$ cat config.mk
export PLATFORM = sky130hd
export DESIGN_NAME = frame_duty_refresh_scheduler_unit
export DESIGN_NICKNAME = d
export VERILOG_FILES = /design/src/design/fdrs_pkg.sv /design/src/design/frame_duty_refresh_scheduler_unit.sv
export SDC_FILE = /design/constraint.sdc
export NUM_CORES = 1
export LEC_CHECK = 0
export BUFFER_PORTS_ARGS = -buffer_cell sky130_fd_sc_hd__buf_2
export CAP_MARGIN = 5
export CORE_MARGIN = 2
export CORE_UTILIZATION = 30
export DETAILED_ROUTE_END_ITERATION = 6
export GPL_ROUTABILITY_DRIVEN = 0
export SLEW_MARGIN = 10
export SYNTH_ARGS = -nofsm -noshare
export SYNTH_HDL_FRONTEND = slang
export SYNTH_SLANG_ARGS = --single-unit
export TNS_END_PERCENT = 1
$ cat constraint.sdc
create_clock -name clock -period 14.6 [get_ports clock]
set_input_delay 2.19 -clock clock [delete_from_list [all_inputs] [get_ports clock]]
set_output_delay 2.19 -clock clock [all_outputs]
set_load 0.005 [all_outputs]
$ cat src/design/fdrs_pkg.sv
// Package with register indexes, reset values and widths of the frame duty refresh scheduler.
`default_nettype none

package fdrs_pkg;

   localparam int FT_W = 17;

   typedef logic [1:0]      csr_index_type;
   typedef logic [FT_W-1:0] frame_time_type;

   localparam csr_index_type CSR_FRAME_PERIOD  = 2'd0;
   localparam csr_index_type CSR_DUTY_STEP     = 2'd1;
   localparam csr_index_type CSR_CLEAR_TIME    = 2'd2;
   localparam csr_index_type CSR_REFRESH_TIME  = 2'd3;

   localparam logic [15:0] FRAME_PERIOD_RESET = 16'd25641;
   localparam logic [9:0]  DUTY_STEP_RESET    = 10'd256;
   localparam logic [15:0] CLEAR_TIME_RESET   = 16'd5670;
   localparam logic [15:0] REFRESH_TIME_RESET = 16'd12116;

   localparam logic [7:0]  DUTY_MAX = 8'd100;

endpackage : fdrs_pkg

`default_nettype wire

$ cat src/design/frame_duty_refresh_scheduler_unit.sv
// Frame duty refresh scheduler: frame-time accumulator with refresh and clear pulse timing.
//
// Usage: each request carries a duty percentage and the microseconds elapsed
// since the previous request. The block answers every request with exactly one
// response holding frame_wrapped, refresh_now and clear_now.
// Both channels use valid and stall; a transfer happens at a clock edge with
// valid high and stall low. The csr_ port writes one register per cycle, and the user
// must use it only while the block is idle; the block itself does not enforce this.
// A request that does not wrap the frame passes S_WRAP and then S_EVAL, which
// loads the response register. A wrapping request passes S_DIV in between: the
// accumulator minus one is reduced modulo the frame period by a restoring
// divider that shares one 17-bit subtractor and retires one bit per cycle
// over the 17 dividend bits, and one is then added back. Requests are taken
// only while the sequencer is idle; the response register lets the next request
// be accepted while the previous response still waits.
// When the receiver stalls, the response holds and the sequencer waits at its
// final step until the response register is free.
// Synchronous reset clears the accumulator, the done flags and the response
// valid, and loads the register reset values.
`default_nettype none

module frame_duty_refresh_scheduler_unit (
   input  wire logic                       clock,
   input  wire logic                       reset,
   input  wire logic                       req_valid,
   output logic                            req_stall,
   input  wire logic [7:0]                 req_duty_percent,
   input  wire logic [15:0]                req_elapsed_us,
   output logic                            rsp_valid,
   input  wire logic                       rsp_stall,
   output logic                            rsp_frame_wrapped,
   output logic                            rsp_refresh_now,
   output logic                            rsp_clear_now,
   input  wire logic                       csr_write_enable,
   input  wire fdrs_pkg::csr_index_type    csr_index,
   input  wire logic [15:0]                csr_write_data
);
   import fdrs_pkg::*;

   localparam logic [1:0] S_IDLE = 2'd0;
   localparam logic [1:0] S_WRAP = 2'd1;
   localparam logic [1:0] S_DIV  = 2'd2;
   localparam logic [1:0] S_EVAL = 2'd3;

   localparam int          CNT_W     = $clog2(FT_W);
   localparam logic [CNT_W-1:0] DIV_LAST = CNT_W'(FT_W - 1);

   // Configuration registers.
   logic [15:0] frame_period_ff, frame_period_in;
   logic [9:0]  duty_step_ff, duty_step_in;
   logic [15:0] clear_time_ff, clear_time_in;
   logic [15:0] refresh_time_ff, refresh_time_in;

   // Sequencer and datapath.
   logic [1:0]       state_ff, state_in;
   frame_time_type   frame_time_ff, frame_time_in;
   logic             refresh_done_ff, refresh_done_in;
   logic             clear_done_ff, clear_done_in;
   logic             wrapped_ff, wrapped_in;
   logic [6:0]       duty_ff, duty_in;
   logic [16:0]      product_ff, product_in;
   frame_time_type   dividend_ff, dividend_in;
   frame_time_type   rem_ff, rem_in;
   logic [CNT_W-1:0] cnt_ff, cnt_in;

   // Response register.
   logic rsp_valid_ff, rsp_valid_in;
   logic rsp_wrapped_ff, rsp_wrapped_in;
   logic rsp_refresh_ff, rsp_refresh_in;
   logic rsp_clear_ff, rsp_clear_in;

   logic [15:0]    period;
   logic           req_accept;
   logic           rsp_free;
   frame_time_type rem_shift;
   logic [FT_W:0]  rem_diff;
   frame_time_type rem_next;
   logic [FT_W:0]  ft_plus_refresh;
   logic [FT_W:0]  ft_plus_clear;
   logic [FT_W:0]  ft_plus_both;
   logic           refresh_hit;
   logic           clear_hit;

   // A zero period behaves as a period of one.
   assign period = (frame_period_ff == 16'd0) ? 16'd1 : frame_period_ff;

   assign req_stall  = (state_ff != S_IDLE);
   assign req_accept = req_valid && !req_stall;
   assign rsp_free   = !rsp_valid_ff || !rsp_stall;

   // Shared subtractor of the restoring divider.
   assign rem_shift = {rem_ff[FT_W-2:0], dividend_ff[FT_W-1]};
   assign rem_diff  = {1'b0, rem_shift} - {2'b00, period};
   assign rem_next  = rem_diff[FT_W] ? rem_shift : rem_diff[FT_W-1:0];

   // Thresholds are compared with the subtrahends moved to the other side, so
   // every quantity stays non-negative.
   assign ft_plus_refresh = {1'b0, frame_time_ff} + {2'b00, refresh_time_ff};
   assign ft_plus_clear   = {1'b0, frame_time_ff} + {2'b00, clear_time_ff};
   assign ft_plus_both    = ft_plus_clear + {2'b00, refresh_time_ff};

   assign refresh_hit = (ft_plus_refresh >= {2'b00, period}) && !refresh_done_ff;
   // The duty time raised to the clear time needs no separate maximum: when the
   // product is below the clear time the lower bound holds for any frame time.
   assign clear_hit   = (ft_plus_clear >= {1'b0, product_ff})
                        && ({2'b00, period} > ft_plus_both) && !clear_done_ff;

   always_comb begin
      frame_period_in = frame_period_ff;
      duty_step_in    = duty_step_ff;
      clear_time_in   = clear_time_ff;
      refresh_time_in = refresh_time_ff;
      if (csr_write_enable) begin
         unique case (csr_index)
            CSR_FRAME_PERIOD: begin
               frame_period_in = csr_write_data;
            end
            CSR_DUTY_STEP: begin
               duty_step_in = csr_write_data[9:0];
            end
            CSR_CLEAR_TIME: begin
               clear_time_in = csr_write_data;
            end
            CSR_REFRESH_TIME: begin
               refresh_time_in = csr_write_data;
            end
         endcase
      end
   end

   always_comb begin
      state_in        = state_ff;
      frame_time_in   = frame_time_ff;
      refresh_done_in = refresh_done_ff;
      clear_done_in   = clear_done_ff;
      wrapped_in      = wrapped_ff;
      duty_in         = duty_ff;
      product_in      = product_ff;
      dividend_in     = dividend_ff;
      rem_in          = rem_ff;
      cnt_in          = cnt_ff;
      rsp_valid_in    = rsp_valid_ff && rsp_stall;
      rsp_wrapped_in  = rsp_wrapped_ff;
      rsp_refresh_in  = rsp_refresh_ff;
      rsp_clear_in    = rsp_clear_ff;

      unique case (state_ff)
         S_IDLE: begin
            if (req_accept) begin
               frame_time_in = frame_time_ff + {1'b0, req_elapsed_us};
               duty_in       = (req_duty_percent > DUTY_MAX) ? DUTY_MAX[6:0]
                                                             : req_duty_percent[6:0];
               state_in      = S_WRAP;
            end
         end
         S_WRAP: begin
            product_in = 17'(duty_ff * duty_step_ff);
            if (frame_time_ff > {1'b0, period}) begin
               wrapped_in      = 1'b1;
               refresh_done_in = 1'b0;
               clear_done_in   = 1'b0;
               dividend_in     = frame_time_ff - frame_time_type'(1);
               rem_in          = '0;
               cnt_in          = '0;
               state_in        = S_DIV;
            end else begin
               wrapped_in = 1'b0;
               state_in   = S_EVAL;
            end
         end
         S_DIV: begin
            rem_in      = rem_next;
            dividend_in = {dividend_ff[FT_W-2:0], 1'b0};
            cnt_in      = cnt_ff + CNT_W'(1);
            if (cnt_ff == DIV_LAST) begin
               frame_time_in = rem_next + frame_time_type'(1);
               state_in      = S_EVAL;
            end
         end
         S_EVAL: begin
            if (rsp_free) begin
               rsp_valid_in   = 1'b1;
               rsp_wrapped_in = wrapped_ff;
               rsp_refresh_in = refresh_hit;
               rsp_clear_in   = clear_hit;
               if (refresh_hit) begin
                  refresh_done_in = 1'b1;
               end
               if (clear_hit) begin
                  clear_done_in = 1'b1;
               end
               state_in = S_IDLE;
            end
         end
      endcase
   end

   always_ff @(posedge clock) begin
      if (reset) begin
         frame_period_ff <= FRAME_PERIOD_RESET;
         duty_step_ff    <= DUTY_STEP_RESET;
         clear_time_ff   <= CLEAR_TIME_RESET;
         refresh_time_ff <= REFRESH_TIME_RESET;
         state_ff        <= S_IDLE;
         frame_time_ff   <= '0;
         refresh_done_ff <= 1'b0;
         clear_done_ff   <= 1'b0;
         rsp_valid_ff    <= 1'b0;
      end else begin
         frame_period_ff <= frame_period_in;
         duty_step_ff    <= duty_step_in;
         clear_time_ff   <= clear_time_in;
         refresh_time_ff <= refresh_time_in;
         state_ff        <= state_in;
         frame_time_ff   <= frame_time_in;
         refresh_done_ff <= refresh_done_in;
         clear_done_ff   <= clear_done_in;
         rsp_valid_ff    <= rsp_valid_in;
      end
   end

   always_ff @(posedge clock) begin
      wrapped_ff     <= wrapped_in;
      duty_ff        <= duty_in;
      product_ff     <= product_in;
      dividend_ff    <= dividend_in;
      rem_ff         <= rem_in;
      cnt_ff         <= cnt_in;
      rsp_wrapped_ff <= rsp_wrapped_in;
      rsp_refresh_ff <= rsp_refresh_in;
      rsp_clear_ff   <= rsp_clear_in;
   end

   assign rsp_valid         = rsp_valid_ff;
   assign rsp_frame_wrapped = rsp_wrapped_ff;
   assign rsp_refresh_now   = rsp_refresh_ff;
   assign rsp_clear_now     = rsp_clear_ff;

endmodule : frame_duty_refresh_scheduler_unit

`default_nettype wire
==> results.py <==
metrics = {
    "grt": {
        "grt_pass1_vias": 11100,
        "overflow": 0,
        "antenna_found_initial": 0,
        "grt_max_degree": 83,
        "grt_pass1_wl_mm": 60.5,
        "grt_use_total_pct": 16.3,
    },
    "power_and_ir_drop": {
        "p_comb_share_pct": 60.9,
        "p_leak_nw": 6.58,
        "power_switching_mw": 1.34,
        "power_density_nw_per_um2": 194,
        "total_power_mw": 2.90,
        "power_frac_seq_pct": 24.1,
        "power.internal_mw": 1.56,
        "clockPowerShare_pct": 14.9,
        "switching_share_pct": 46.1,
        "ir_worst_vdd_v": 0.0000777,
    },
    "yosys": {
        "synthTopCellsByArea": "ha_1 (18%), edfxtp_1 (15%), dfxtp_1 (12%)",
        "yosys_warnings": 0,
        "avgSynthCellArea_sq_um": 8.60,
        "synth_top_area_share_pct": 17.7,
        "syn_nets": 1855,
        "synthCells": 1573,
        "synth_flop_cell": "dfxtp_1",
        "synth_area_leader_cell": "ha_1",
        "ys_types": 72,
        "syn_area_sq_um": 13500,
        "yosysSeqAreaShare_pct": 26.5,
        "synthArstFlopShare_pct": 0,
        "synth_edf_count": 66,
        "ys_seq_elements": 146,
    },
    "die": {
        "die_w_um": 216,
        "design.die.area_sq_um": 46800,
        "num_rows": 77,
        "ioPinCount": 52,
        "die_h_um": 216,
        "initial_core_util_pct": 30.5,
        "coreArea_sq_um": 44300,
    },
    "placement": {
        "io_buffers": 51,
        "dpl.hpwl_mm": 29.3,
    },
    "route": {
        "first_pass_iters": 7,
        "drt_iter0_drc": 809,
        "wl_mm": 37.3,
        "vias": 11400,
        "wl_per_cell_um": 17.0,
        "drc": 0,
        "viasPerCell": 5.19,
        "ant_nets": 0,
    },
    "cells_and_area": {
        "antennaDiodeCount": 0,
        "seq_area_sq_um": 3580,
        "multiInputGateArea_sq_um": 9300,
        "area_growth_pct": 10.6,
        "nFillCells": 4617,
        "drive_gt1_share_pct": 7.28,
        "final_util_pct": 33.7,
        "nNetsFinal": 1876,
    },
    "cts": {
        "cts_root_buffer": "clkbuf_16",
        "clockBufferDepth": 2,
        "cts-resized-gates": 0,
        "cts_inserted_buffers": 17,
        "htreeDepth": 4,
        "cts_tree": "yes",
        "clk_latency_ns": 0.45,
        "clk_pin_slew_ns": 0.06,
        "cts_setup_buffers": 0,
        "cts_hold_buf": 0,
        "clock-sinks": 146,
    },
    "worst_setup_path": {
        "r2r-end": "rsp_clear_now$_DFFE_PP_",
        "crit_end": "rsp_clear_now$_DFFE_PP_",
        "rr_startpoint": "frame_time_ff[0]$_SDFFE_PP0P_",
        "worstSetupPathType": "flip-flop to flip-flop",
        "cp.required_ns": 14.80,
        "crit_fanout": 8,
        "worst_setup_path_start_kind": "flip-flop",
        "r2r_cells": 22,
        "setup.worst_path.end_class": "flip-flop",
        "startpoint": "frame_time_ff[0]$_SDFFE_PP0P_",
        "r2r_slack_ns": 9.18,
        "cp.arrival_ns": 5.62,
    },
    "hold_path": {
        "hold_class": "flip-flop to flip-flop",
    },
    "timing": {
        "period_share_pct": 37.1,
        "rsz0062_at_grt": "no",
        "fmax_ghz": 0.184,
        "slew_violations": 0,
        "setup_tns_ns": 0,
        "finalHoldViolCount": 0,
        "min_period_ns": 5.42,
        "worstMarginPinSlew_ns": 1.03,
        "fin_skew_ns": 0.0145,
        "setup_viol": 0,
        "max_slew_margin_pct": 31.4,
    },
    "outcome": {
        "outcome": "finished clean",
    },
    "flow_run": {
        "max-cap-violations": 0,
    },
}
==> routing by layer <==
layer	vias to the layer above	wire length, um	GRT usage [%]
met5	-	0	0
met4	0	669	4.54
met3	49	2030	2.47
met2	320	16400	25.6
met1	5447	18200	23.2
li1	5594	-	-
==> worst min path at each step <==
stage	from	to	slack [ns]	cells after the start
finish	wrapped_ff$_DFFE_PP_	rsp_frame_wrapped$_DFFE_PP_	0.42	0
global route	wrapped_ff$_DFFE_PP_	rsp_frame_wrapped$_DFFE_PP_	0.44	0
CTS	wrapped_ff$_DFFE_PP_	rsp_frame_wrapped$_DFFE_PP_	0.42	0
detailed placement	wrapped_ff$_DFFE_PP_	rsp_frame_wrapped$_DFFE_PP_	0.41	0
global placement	wrapped_ff$_DFFE_PP_	rsp_frame_wrapped$_DFFE_PP_	0.41	0
floorplan	wrapped_ff$_DFFE_PP_	rsp_frame_wrapped$_DFFE_PP_	0.40	0
==> final cells by class <==
class	count	share of cell area (%)
timing repair buffer	62	2.26
clock inverter	13	0.904
tap	592	4.95
multi-input combinational	1255	62.2
inverter	112	2.81
sequential	146	24.0
clock buffer	19	2.89
==> worst max-delay path: stages, from the launching register on <==
cell      delay [ns]
dfxtp_1         0.42
ha_1            0.26
fa_1            0.40
a21o_1          0.19
a21o_1          0.20
a21oi_1         0.23
o21ai_0         0.21
a31o_2          0.32
a21oi_1         0.15
a221oi_1        0.17
ha_1            0.38
nand2_1         0.09
o31ai_1         0.59
a21o_1          0.21
a21oi_1         0.07
xor2_1          0.15
ha_1            0.28
nor2b_1         0.13
o21ai_0         0.14
nand2b_1        0.08
a221oi_1        0.29
a211o_1         0.17
nor2_1          0.06
==> metrics by stage <==
stage	hold slack, ns	instance area [sq um]	std cells	worst slack [ns]
final	0.420	15000	2199	9.18
after CTS	0.422	15000	2199	9.21
after global placement	0.412	14400	2167	9.39
after floorplan	0.400	13500	1573	9.57
after global routing	0.444	15000	2199	8.76
after detailed placement	0.406	14400	2167	9.23
==> power groups by stage <==
stage | combinational, mW | sequential [mW] | clock, mW
floorplan | 1.36 | 0.654 | 0
global placement | 1.71 | 0.702 | 0
detailed placement | 1.74 | 0.705 | 0
CTS | 1.76 | 0.699 | 0.441
global route | 1.98 | 0.716 | 0.458
finish | 1.77 | 0.700 | 0.432
==> cell usage after synthesis (3+ instances only) <==
| cell | n |
|---|---|
| a31oi_1 | 10 |
| nor3_1 | 36 |
| clkbuf_1 | 55 |
| nand4b_1 | 3 |
| nor4_1 | 12 |
| edfxtp_1 | 66 |
| o211ai_1 | 8 |
| a221oi_1 | 4 |
| and2_1 | 44 |
| o2111ai_1 | 4 |
| nor2_1 | 103 |
| fa_1 | 44 |
| a211oi_1 | 22 |
| nand3_1 | 26 |
| a21boi_0 | 6 |
| nand3b_1 | 19 |
| buf_1 | 3 |
| nor2b_1 | 14 |
| nand2_1 | 216 |
| dfxtp_1 | 80 |
| a31o_2 | 4 |
| or2_2 | 8 |
| o21a_1 | 17 |
| mux2i_1 | 21 |
| inv_1 | 112 |
| a21oi_1 | 110 |
| a2111oi_0 | 6 |
| o21ai_0 | 74 |
| ha_1 | 191 |
| o31ai_1 | 8 |
| o22ai_1 | 3 |
| a211o_1 | 10 |
| and3_1 | 8 |
| o21bai_1 | 12 |
| xnor2_1 | 68 |
| or3_1 | 12 |
| xor2_1 | 32 |
| nand2b_1 | 15 |
| a21o_1 | 31 |
| nand4_1 | 13 |
==> layout by cell type, fill, tap and decap left out, types with 15 or more instances in the layout <==
master and n:
a211oi_1 22, a21o_1 31, a21oi_1 110, and2_1 44
buf_2 51, clkbuf_16 17, dfxtp_1 80, edfxtp_1 66
fa_1 44, ha_1 190, inv_1 112, mux2i_1 21
nand2_1 216, nand2b_1 15, nand3_1 26, nand3b_1 19
nor2_1 103, nor3_1 36, o21a_1 17, o21ai_0 74
xnor2_1 68, xor2_1 32
==> registers in the layout, summed over array words and instances, names as in the netlist, 2 cells and up <==
name / flops
dividend_ff: 17
frame_time_ff: 17
product_ff: 17
clear_time_ff: 16
frame_period_ff: 16
refresh_time_ff: 16
rem_ff: 16
duty_step_ff: 10
duty_ff: 7
cnt_ff: 5
state_ff: 2
==> logic make-up (layout without fill, tap and decap cells) <==
family / count (synthesis) / count (layout) / synth area share, %
flops: 146 / 146 / 26.5
buf+inv: 172 / 206 / 4.84
fa+ha+maj: 235 / 235 / 24.2
compound gates: 357 / 357 / 17.1
xor+xnor: 100 / 100 / 6.48
simple gates: 540 / 540 / 19.2
mux: 23 / 23 / 1.72
(Power assumes the default switching activity.)
